==> config.mk <==
export PLATFORM = sky130hd
export DESIGN_NAME = heartbeat_membership_table_core
export DESIGN_NICKNAME = d
export VERILOG_FILES = /design/src/hdl/hbmt_pkg.sv /design/src/hdl/hbmt_table.sv /design/src/hdl/heartbeat_membership_table_core.sv
export SDC_FILE = /design/constraint.sdc
export NUM_CORES = 2
export LEC_CHECK = 0
export BUFFER_PORTS_ARGS = -buffer_cell sky130_fd_sc_hd__buf_2
export CAP_MARGIN = 0
export CORE_ASPECT_RATIO = 0.6
export CORE_MARGIN = 2
export CORE_UTILIZATION = 55
export DETAILED_ROUTE_END_ITERATION = 10
export PLACE_DENSITY = 0.71
export SLEW_MARGIN = 20
export SYNTH_ARGS = -nofsm -noshare
export SYNTH_HDL_FRONTEND = slang
export SYNTH_SLANG_ARGS = --single-unit
==> constraint.sdc <==
create_clock -name i_clk -period 12.5 [get_ports i_clk]
set_clock_uncertainty 0.2 [all_clocks]
set_input_delay 0.625 -clock i_clk [delete_from_list [all_inputs] [get_ports i_clk]]
set_output_delay 0.625 -clock i_clk [all_outputs]
set_load 0.005 [all_outputs]
==> src/hdl/hbmt_pkg.sv <==
// Package for the heartbeat membership table core.
// Types, codes and defaults shared by all modules; no dependencies.
package hbmt_pkg;

    localparam int MaxMembersDef = 16;

    typedef enum logic [1:0] {
        REQ_JOIN  = 2'd0,
        REQ_REPLY = 2'd1,
        REQ_GOSSIP = 2'd2,
        REQ_TICK  = 2'd3
    } t_req;

    typedef enum logic [1:0] {
        K_JOINREP = 2'd0,
        K_ROW     = 2'd1,
        K_STATUS  = 2'd2,
        K_TICK    = 2'd3
    } t_kind;

    typedef enum logic [2:0] {
        ST_IGNORED = 3'd0,
        ST_REFRESH = 3'd1,
        ST_ADDED   = 3'd2,
        ST_FAILED  = 3'd3,
        ST_DROPPED = 3'd4
    } t_status;

    typedef enum logic [2:0] {
        CFG_ID     = 3'd0,
        CFG_PORT   = 3'd1,
        CFG_INTRO  = 3'd2,
        CFG_PERIOD = 3'd3,
        CFG_FAIL   = 3'd4,
        CFG_REMOVE = 3'd5
    } t_cfg;

    typedef enum logic [2:0] {
        S_IDLE,
        S_SEARCH,
        S_JOINREP,
        S_BCAST,
        S_AGE,
        S_TICKDONE
    } t_state;

    typedef struct packed {
        logic [1:0]         req_type;
        logic [31:0]        member_id;
        logic [15:0]        member_port;
        logic signed [31:0] member_heartbeat;
    } t_in;

    typedef struct packed {
        logic [1:0]         kind;
        logic [31:0]        out_id;
        logic [15:0]        out_port;
        logic signed [31:0] out_heartbeat;
        logic [2:0]         merge_status;
        logic               last;
    } t_out;

    typedef struct packed {
        logic [31:0]        id;
        logic [15:0]        port;
        logic signed [31:0] hb;
        logic [31:0]        stamp;
    } t_entry;

endpackage

==> src/hdl/hbmt_table.sv <==
// Member table storage: one write port, one registered read port.
// Depends on hbmt_pkg.
module hbmt_table #(
    parameter int MAX_MEMBERS = hbmt_pkg::MaxMembersDef,
    localparam int AW = $clog2(MAX_MEMBERS)
) (
    input  logic              i_clk,
    input  logic              i_we,
    input  logic [AW-1:0]     i_waddr,
    input  hbmt_pkg::t_entry  i_wdata,
    input  logic [AW-1:0]     i_raddr,
    output hbmt_pkg::t_entry  o_rdata
);
    hbmt_pkg::t_entry r_mem [MAX_MEMBERS];
    hbmt_pkg::t_entry r_rd;

    always_ff @(posedge i_clk) begin
        if (i_we) begin
            r_mem[i_waddr] <= i_wdata;
        end
        r_rd <= r_mem[i_raddr];
    end

    assign o_rdata = r_rd;
endmodule

==> src/hdl/heartbeat_membership_table_core.sv <==
// Top level of the heartbeat membership table core.
// Depends on hbmt_pkg and hbmt_table.
//
// Usage: pulse i_start with an item on i_in while o_busy is low. Results come
// out on o_out marked by o_valid, one cycle each; the receiver cannot stall.
// A record (join request, join reply, gossip row) checks entry zero at accept,
// then searches the table one entry per cycle through the single read port;
// a join request then emits one more record, the reply. A tick with broadcast
// emits one row per entry, then ages every stored entry one per cycle through
// the same port. Other ticks after joining age only, then emit a tick done
// record; before joining, they emit only the tick done record. A new item is
// taken at the first edge with o_busy low.
// Entry zero (own id, port, heartbeat) lives in registers; the stored table
// holds entries 1 and up. Reset brings member_count to 1, countdown to
// ping_period, time to 0 and joined to 0; config to defaults.
// Configuration writes on i_cfg_we/i_cfg_idx/i_cfg_data take effect at once.
module heartbeat_membership_table_core #(
    parameter int MAX_MEMBERS = hbmt_pkg::MaxMembersDef,
    localparam int AW = $clog2(MAX_MEMBERS),
    localparam int CW = $clog2(MAX_MEMBERS + 1)
) (
    input  logic            i_clk,
    input  logic            i_rst_n,
    input  logic            i_start,
    output logic            o_busy,
    input  hbmt_pkg::t_in   i_in,
    output logic            o_valid,
    output hbmt_pkg::t_out  o_out,
    input  logic            i_cfg_we,
    input  logic [2:0]      i_cfg_idx,
    input  logic [31:0]     i_cfg_data
);
    hbmt_pkg::t_state r_state, n_state;
    logic [31:0] r_self_id;
    logic [15:0] r_self_port;
    logic [15:0] r_period, r_fail, r_remove, r_cd;
    logic signed [31:0] r_self_hb;
    logic [CW-1:0] r_count, r_rp, r_wp;
    logic [31:0] r_time;
    logic        r_joined;
    hbmt_pkg::t_in r_item;
    logic        r_pend;      // read issued last cycle
    logic [CW-1:0] r_pidx;
    logic        r_found;
    logic [CW-1:0] r_fidx;
    logic        r_bc;
    logic        r_ov;
    hbmt_pkg::t_out r_out;

    logic            we;
    logic [AW-1:0]   waddr, raddr;
    hbmt_pkg::t_entry wdata, rdata;

    hbmt_table #(.MAX_MEMBERS(MAX_MEMBERS)) u_tab (
        .i_clk(i_clk), .i_we(we), .i_waddr(waddr), .i_wdata(wdata),
        .i_raddr(raddr), .o_rdata(rdata)
    );

    logic accept;
    assign accept = i_start && !o_busy;
    assign o_busy = (r_state != hbmt_pkg::S_IDLE);
    assign o_valid = r_ov;
    assign o_out = r_out;

    // combinational helpers
    logic [31:0] age;
    logic        match, scan_done;
    assign age = r_time - rdata.stamp;
    assign match = r_pend && rdata.id == r_item.member_id
                   && rdata.port == r_item.member_port;
    assign scan_done = (r_rp >= r_count);
    assign raddr = r_rp[AW-1:0];

    always_comb begin
        n_state = r_state;
        case (r_state)
            hbmt_pkg::S_IDLE: begin
                if (accept) begin
                    if (i_in.req_type == hbmt_pkg::REQ_TICK) begin
                        n_state = hbmt_pkg::S_AGE;
                        if (r_joined && r_cd == 16'd0) begin
                            n_state = hbmt_pkg::S_BCAST;
                        end
                    end else begin
                        n_state = hbmt_pkg::S_SEARCH;
                    end
                end
            end
            hbmt_pkg::S_SEARCH: begin
                if ((r_found || (!r_pend && scan_done)) && !match) begin
                    n_state = (r_item.req_type == hbmt_pkg::REQ_JOIN)
                              ? hbmt_pkg::S_JOINREP : hbmt_pkg::S_IDLE;
                end
            end
            hbmt_pkg::S_JOINREP: n_state = hbmt_pkg::S_IDLE;
            hbmt_pkg::S_BCAST: begin
                if (!r_pend && scan_done) n_state = hbmt_pkg::S_AGE;
            end
            hbmt_pkg::S_AGE: begin
                if (!r_pend && (scan_done || !r_joined)) begin
                    n_state = r_bc ? hbmt_pkg::S_IDLE : hbmt_pkg::S_TICKDONE;
                end
            end
            hbmt_pkg::S_TICKDONE: n_state = hbmt_pkg::S_IDLE;
            default: n_state = hbmt_pkg::S_IDLE;
        endcase
    end

    // table write port
    always_comb begin
        we = 1'b0;
        waddr = r_wp[AW-1:0];
        wdata = rdata;
        case (r_state)
            hbmt_pkg::S_SEARCH: begin
                if (r_found) begin
                    // stored update already decided: r_fidx
                    waddr = r_fidx[AW-1:0];
                end else if (match && r_pidx != '0) begin
                    waddr = r_pidx[AW-1:0];
                    if (r_item.member_heartbeat == -32'sd1) begin
                        we = 1'b1;
                        wdata.hb = -32'sd1;
                    end else if (rdata.hb != -32'sd1
                                 && rdata.hb < r_item.member_heartbeat) begin
                        we = 1'b1;
                        wdata.hb = r_item.member_heartbeat;
                        wdata.stamp = r_time;
                    end
                end else if (!r_pend && scan_done && !r_found
                             && r_item.member_heartbeat != -32'sd1
                             && r_count < CW'(MAX_MEMBERS)) begin
                    we = 1'b1;
                    waddr = r_count[AW-1:0];
                    wdata.id = r_item.member_id;
                    wdata.port = r_item.member_port;
                    wdata.hb = r_item.member_heartbeat;
                    wdata.stamp = r_time;
                end
            end
            hbmt_pkg::S_AGE: begin
                if (r_pend && r_joined && age <= 32'(r_remove)) begin
                    we = 1'b1;
                    if (age > 32'(r_fail)) wdata.hb = -32'sd1;
                end
            end
            default: ;
        endcase
    end

    // self match on entry zero (checked at accept)
    logic self_match;
    assign self_match = i_in.member_id == r_self_id && i_in.member_port == r_self_port;

    always_ff @(posedge i_clk) begin
        if (!i_rst_n) begin
            r_state <= hbmt_pkg::S_IDLE;
            r_self_id <= '0;
            r_self_port <= '0;
            r_period <= 16'd2;
            r_fail <= 16'd5;
            r_remove <= 16'd20;
            r_cd <= 16'd2;
            r_self_hb <= '0;
            r_count <= CW'(1);
            r_time <= '0;
            r_joined <= 1'b0;
            r_ov <= 1'b0;
            r_pend <= 1'b0;
            r_found <= 1'b0;
            r_bc <= 1'b0;
        end else begin
            r_state <= n_state;
            r_ov <= 1'b0;
            if (i_cfg_we) begin
                case (i_cfg_idx)
                    hbmt_pkg::CFG_ID:     r_self_id <= i_cfg_data;
                    hbmt_pkg::CFG_PORT:   r_self_port <= i_cfg_data[15:0];
                    hbmt_pkg::CFG_INTRO: begin
                        if (i_cfg_data[0]) r_joined <= 1'b1;
                    end
                    hbmt_pkg::CFG_PERIOD: begin
                        r_period <= i_cfg_data[15:0];
                        r_cd <= i_cfg_data[15:0];
                    end
                    hbmt_pkg::CFG_FAIL:   r_fail <= i_cfg_data[15:0];
                    hbmt_pkg::CFG_REMOVE: r_remove <= i_cfg_data[15:0];
                    default: ;
                endcase
            end
            case (r_state)
                hbmt_pkg::S_IDLE: begin
                    r_rp <= CW'(1);
                    r_wp <= CW'(1);
                    r_pend <= 1'b0;
                    r_found <= 1'b0;
                    r_bc <= 1'b0;
                    if (accept) begin
                        r_item <= i_in;
                        if (i_in.req_type == hbmt_pkg::REQ_TICK) begin
                            if (r_joined) begin
                                if (r_cd == 16'd0) begin
                                    r_bc <= 1'b1;
                                    r_cd <= r_period;
                                    if (r_self_hb != 32'sh7fffffff)
                                        r_self_hb <= r_self_hb + 32'sd1;
                                    r_rp <= '0;
                                end else begin
                                    r_cd <= r_cd - 16'd1;
                                end
                            end
                        end else begin
                            if (i_in.req_type == hbmt_pkg::REQ_REPLY) r_joined <= 1'b1;
                            if (self_match) begin
                                r_found <= 1'b1;
                                r_fidx <= '0;
                                r_out.merge_status <= hbmt_pkg::ST_IGNORED;
                                if (i_in.member_heartbeat == -32'sd1) begin
                                    r_self_hb <= -32'sd1;
                                    r_out.merge_status <= hbmt_pkg::ST_FAILED;
                                end else if (r_self_hb != -32'sd1
                                             && r_self_hb < i_in.member_heartbeat) begin
                                    r_self_hb <= i_in.member_heartbeat;
                                    r_out.merge_status <= hbmt_pkg::ST_REFRESH;
                                end
                            end
                        end
                    end
                end
                hbmt_pkg::S_SEARCH: begin
                    if (!r_found) begin
                        r_pend <= !scan_done;
                        r_pidx <= r_rp;
                        if (!scan_done) r_rp <= r_rp + CW'(1);
                    end
                    if (match && !r_found) begin
                        r_found <= 1'b1;
                        r_fidx <= r_pidx;
                        r_pend <= 1'b0;
                        if (r_item.member_heartbeat == -32'sd1)
                            r_out.merge_status <= hbmt_pkg::ST_FAILED;
                        else if (rdata.hb != -32'sd1 && rdata.hb < r_item.member_heartbeat)
                            r_out.merge_status <= hbmt_pkg::ST_REFRESH;
                        else
                            r_out.merge_status <= hbmt_pkg::ST_IGNORED;
                    end else if (r_found || (!r_pend && scan_done)) begin
                        r_ov <= 1'b1;
                        r_out.kind <= hbmt_pkg::K_STATUS;
                        r_out.out_id <= r_item.member_id;
                        r_out.out_port <= r_item.member_port;
                        r_out.out_heartbeat <= r_item.member_heartbeat;
                        r_out.last <= (r_item.req_type != hbmt_pkg::REQ_JOIN);
                        if (!r_found) begin
                            if (r_item.member_heartbeat == -32'sd1) begin
                                r_out.merge_status <= hbmt_pkg::ST_IGNORED;
                            end else if (r_count >= CW'(MAX_MEMBERS)) begin
                                r_out.merge_status <= hbmt_pkg::ST_DROPPED;
                            end else begin
                                r_out.merge_status <= hbmt_pkg::ST_ADDED;
                                r_count <= r_count + CW'(1);
                            end
                        end
                    end
                end
                hbmt_pkg::S_JOINREP: begin
                    r_ov <= 1'b1;
                    r_out <= '{kind: hbmt_pkg::K_JOINREP, out_id: r_self_id,
                               out_port: r_self_port, out_heartbeat: r_self_hb,
                               merge_status: hbmt_pkg::ST_IGNORED, last: 1'b1};
                end
                hbmt_pkg::S_BCAST: begin
                    // index 0 from registers, others from table
                    if (r_rp == '0) begin
                        r_ov <= 1'b1;
                        r_out <= '{kind: hbmt_pkg::K_ROW, out_id: r_self_id,
                                   out_port: r_self_port, out_heartbeat: r_self_hb,
                                   merge_status: hbmt_pkg::ST_IGNORED,
                                   last: (r_count == CW'(1))};
                        r_rp <= CW'(1);
                        r_pend <= 1'b0;
                    end else begin
                        r_pend <= !scan_done;
                        r_pidx <= r_rp;
                        if (!scan_done) r_rp <= r_rp + CW'(1);
                        if (r_pend) begin
                            r_ov <= 1'b1;
                            r_out <= '{kind: hbmt_pkg::K_ROW, out_id: rdata.id,
                                       out_port: rdata.port, out_heartbeat: rdata.hb,
                                       merge_status: hbmt_pkg::ST_IGNORED,
                                       last: (r_pidx + CW'(1) == r_count)};
                        end
                        if (!r_pend && scan_done) r_rp <= CW'(1);
                    end
                end
                hbmt_pkg::S_AGE: begin
                    r_pend <= r_joined && !scan_done;
                    if (!scan_done) r_rp <= r_rp + CW'(1);
                    if (we) r_wp <= r_wp + CW'(1);
                    if (!r_pend && (scan_done || !r_joined)) begin
                        r_time <= r_time + 32'd1;
                        if (r_joined) r_count <= r_wp;
                    end
                end
                hbmt_pkg::S_TICKDONE: begin
                    r_ov <= 1'b1;
                    r_out <= '{kind: hbmt_pkg::K_TICK, out_id: '0, out_port: '0,
                               out_heartbeat: '0, merge_status: hbmt_pkg::ST_IGNORED,
                               last: 1'b1};
                end
                default: ;
            endcase
        end
    end
endmodule
==> metrics.cfg <==
[clocking]
numCtsBuffers=198
h-tree-depth=4
clk-insertion-delay-late_ps=840
clock_sink_count=2280
postCtsHoldBufs=114
cts_setup_buffers=0
cts_resized=0
clk_pin_slew_ps=70
cts_tree=yes
clock_path_buffers=4
cts-root-buf=clkbuf_16

[synthesis]
synth_top_cell_area_share_pct=64.0
synth_area_leaders=edfxtp_1 (64%), mux4_2 (14%), dfxtp_1 (6.5%)
synth-edff-count=1979
synth_nets=5712
yosysMostFrequentCell=edfxtp_1
synthCells=5450
synth_cell_types=87
ys_ff_latch=2280
synth_top_area_cell=edfxtp_1
avgSynthCellArea_sq_um=17.0
seq_area_frac_synth_pct=70.4
synth-async-reset-ratio_pct=0
synth.cell_area_sq_mm=0.0929
synth_flop_cell=edfxtp_1
synthTopCellsByCount=edfxtp_1 (1979), mux4_2 (560), nand2_1 (545)
ys_warn_count=0

[worst_setup_path]
cp_num_cells=22
endpoint_kind=flop
cp-start-kind=flop
cp.required_ps=12710
r2r-start=r_time[0]$_SDFFE_PN0P_
path_class=reg2reg
critPathArrivalTime_ps=7250
r2r_end=u_tab.r_mem[13][97]$_DFFE_PP_
cp_max_fo=51
crit_family=compound AO/OA/AOI/OAI gates
crit_buf_inv=3
slowest_delay_ps=970
r2r_cells=22
slowest_stage=buf_4
crit_chain=inv_1 > ha_1 > fa_1 > nor2b_1 > o2111ai_1 > a21boi_0 > o21ai_0 > nand2b_1 > a21o_1 > a21oi_1 > xnor2_1 > ha_1 > nand3_1 > a21oi_1 > nor2_1 > a32oi_1 > nor4b_1 > nor4b_4 > nand3_2 > buf_4 > a21oi_4 > buf_4
reg2reg_slack_ps=5460

[timing]
fin_crit_sh_pct=56.3
max_freq_mhz=142
slew_viol_final=0
slew_headroom_pct=23.0
hold_violations=0
finalCriticalPeriod_ps=7040
setup_viol=0
grt_setup_unrepaired=false
worstMarginPinSlew_ps=1140
tns_ps=0

[placed_design]
io_buffers=208
hpwl_mm=152
place_congestion=1.02
placedInstanceArea_sq_mm=0.0970

[status]
outcome=complete, no violations

[layout]
drive_above_1_share_pct=21.3
fin_area_sq_mm=0.105
area_growth_pct=12.5
nNetsFinal=6102
fill_cells=11700

[global_routing]
grt_max_degree=113
grt_pass1_wl_mm=368
track_usage_pct=29.5
antenna_found_initial=10
grt_pass1_vias=52600
grt_overflow=0

[power]
p_sw_uw=4190
switching_share_pct=24.8
pwr-share-comb_pct=11.1
p_int_uw=12700
clockPowerShare_pct=35.6
power.leakage_uw=0.0354
p_per_area_mw_per_mm2=162
ir_drop_uv=142
seqPwrFrac_pct=53.3

[worst_hold_path]
worst_hold_path.num_cells=5
worstHoldStart=i_start
hold_end=r_found$_SDFFE_PN0P_
holdCritPathClass=in2reg

[detailed_routing]
wl_mm=255
ant_nets=0
drtIter0Drc=8513
vias=54300
dr.pass1.iters=10
viasPerCell=6.59
wl_per_cell_microns=30.9
drc=0

[floorplanning]
dieArea_sq_mm=0.172
core_area_sq_mm=0.167
initial_core_util_pct=55.6
ios=209
die_width_microns=535
num_rows=116
die_y_microns=322

[run]
max_cap_violations=0

[registers in the layout, summed over array words and instances, names as in the netlist, 16 cells and up]
signal         flops
r_time            32
r_period          16
r_remove          16
r_fail            16
r_self_hb         32
r_self_id         32
o_out             86
u_tab.r_mem     1792
r_self_port       16
u_tab.o_rdata    112
r_cd              16
r_item            82
[cell usage in the layout (no fill, tap or decap), types with 16 or more instances in the layout]
cell / n
a21o_1: 36
a21oi_1: 250
a21oi_4: 17
a222oi_1: 80
and3_1: 18
buf_2: 208
buf_4: 133
clkbuf_1: 56
clkbuf_16: 202
clkbuf_8: 22
clkinv_1: 17
clkinv_2: 29
dfxtp_1: 301
dlygate4sd3_1: 114
edfxtp_1: 1979
ha_1: 140
inv_1: 241
mux4_2: 560
nand2_1: 543
nand2b_1: 26
nand3_1: 50
nand4_1: 74
nor2_1: 176
nor2b_1: 16
nor3_1: 30
nor4_1: 40
o2111ai_1: 17
o21a_1: 19
o21ai_0: 128
o22ai_1: 23
or3_1: 19
xnor2_1: 55
xor2_1: 111
[worst min-delay path, cell delays in order]
cell     delay, ps
buf_2          140
nand2_1         60
nand2_1         50
nand2_1        100
a21oi_1         50
[layer usage]
layer	track usage [%]	vias to the layer above	part of all wire, %	routed length [microns]
met5	0	-	0.022	57
met4	7.33	8	2.4	6130
met3	10.2	372	14	36500
met2	40.6	3649	42	107000
met1	45.2	28000	41	104000
li1	-	22300	-	-
[stage by stage]
step | setup slack (ps) | hold slack, ps | cells | power [uW] | util (%)
2_1_floorplan | 2730 | 233 | 5450 | 10200 | -
3_3_place_gp | 5540 | 238 | 7767 | 10900 | 58.0
3_5_place_dp | 5470 | 245 | 7767 | 11000 | 58.0
4_1_cts | 5430 | 23.6 | 8242 | 16900 | 62.5
5_1_grt | 5030 | 83.5 | 8244 | 17400 | 62.5
6_report | 5460 | 75.2 | 8251 | 16900 | 62.5
[logic make-up after synthesis]
kind of cell	Yosys count	share of synthesized area [%]
muxes	573	13.7
buffers and inverters	515	2.12
xor gates and xnor gates	166	1.56
and+or+nand+nor	1070	5.29
adders and majority gates	141	1.91
DFF	2280	70.4
AOI/OAI and AO/OA	705	4.97
[worst max path at each step]
| stage | to | startpoint |
|---|---|---|
| 5_1_grt | u_tab.r_mem[13][80]$_DFFE_PP_ | r_time[0]$_SDFFE_PN0P_ |
| 3_3_place_gp | u_tab.r_mem[14][18]$_DFFE_PP_ | r_time[0]$_SDFFE_PN0P_ |
| 6_report | u_tab.r_mem[13][97]$_DFFE_PP_ | r_time[0]$_SDFFE_PN0P_ |
| 3_5_place_dp | u_tab.r_mem[13][18]$_DFFE_PP_ | r_time[0]$_SDFFE_PN0P_ |
| 2_1_floorplan | u_tab.r_mem[2][0]$_DFFE_PP_ | r_rp[0]$_DFFE_PP_ |
| 4_1_cts | u_tab.r_mem[14][100]$_DFFE_PP_ | r_time[4]$_SDFFE_PN0P_ |
[cell type report]
| type | instances | area [sq um] | share of cell area (%) |
|---|---|---|---|
| inverters | 243 | 917 | 0.877 |
| multi-input cells | 2655 | 25800 | 24.7 |
| clock buffers | 280 | 5570 | 5.33 |
| well taps | 2242 | 2810 | 2.68 |
| flip-flops and latches | 2280 | 65500 | 62.6 |
| repair buffers | 462 | 3290 | 3.15 |
| diodes | 8 | 20.0 | 0.0192 |
| clock inverters | 81 | 697 | 0.667 |
[power groups by stage]
stage / registers, uW / logic (uW) / clock network (uW)
final: 9020 / 1890 / 6030
after global routing: 9020 / 2020 / 6400
after CTS: 9000 / 1840 / 6100
after detailed placement: 9170 / 1810 / 0
after global placement: 9160 / 1760 / 0
after floorplan: 9090 / 1110 / 0
(Power assumes the default switching activity.)
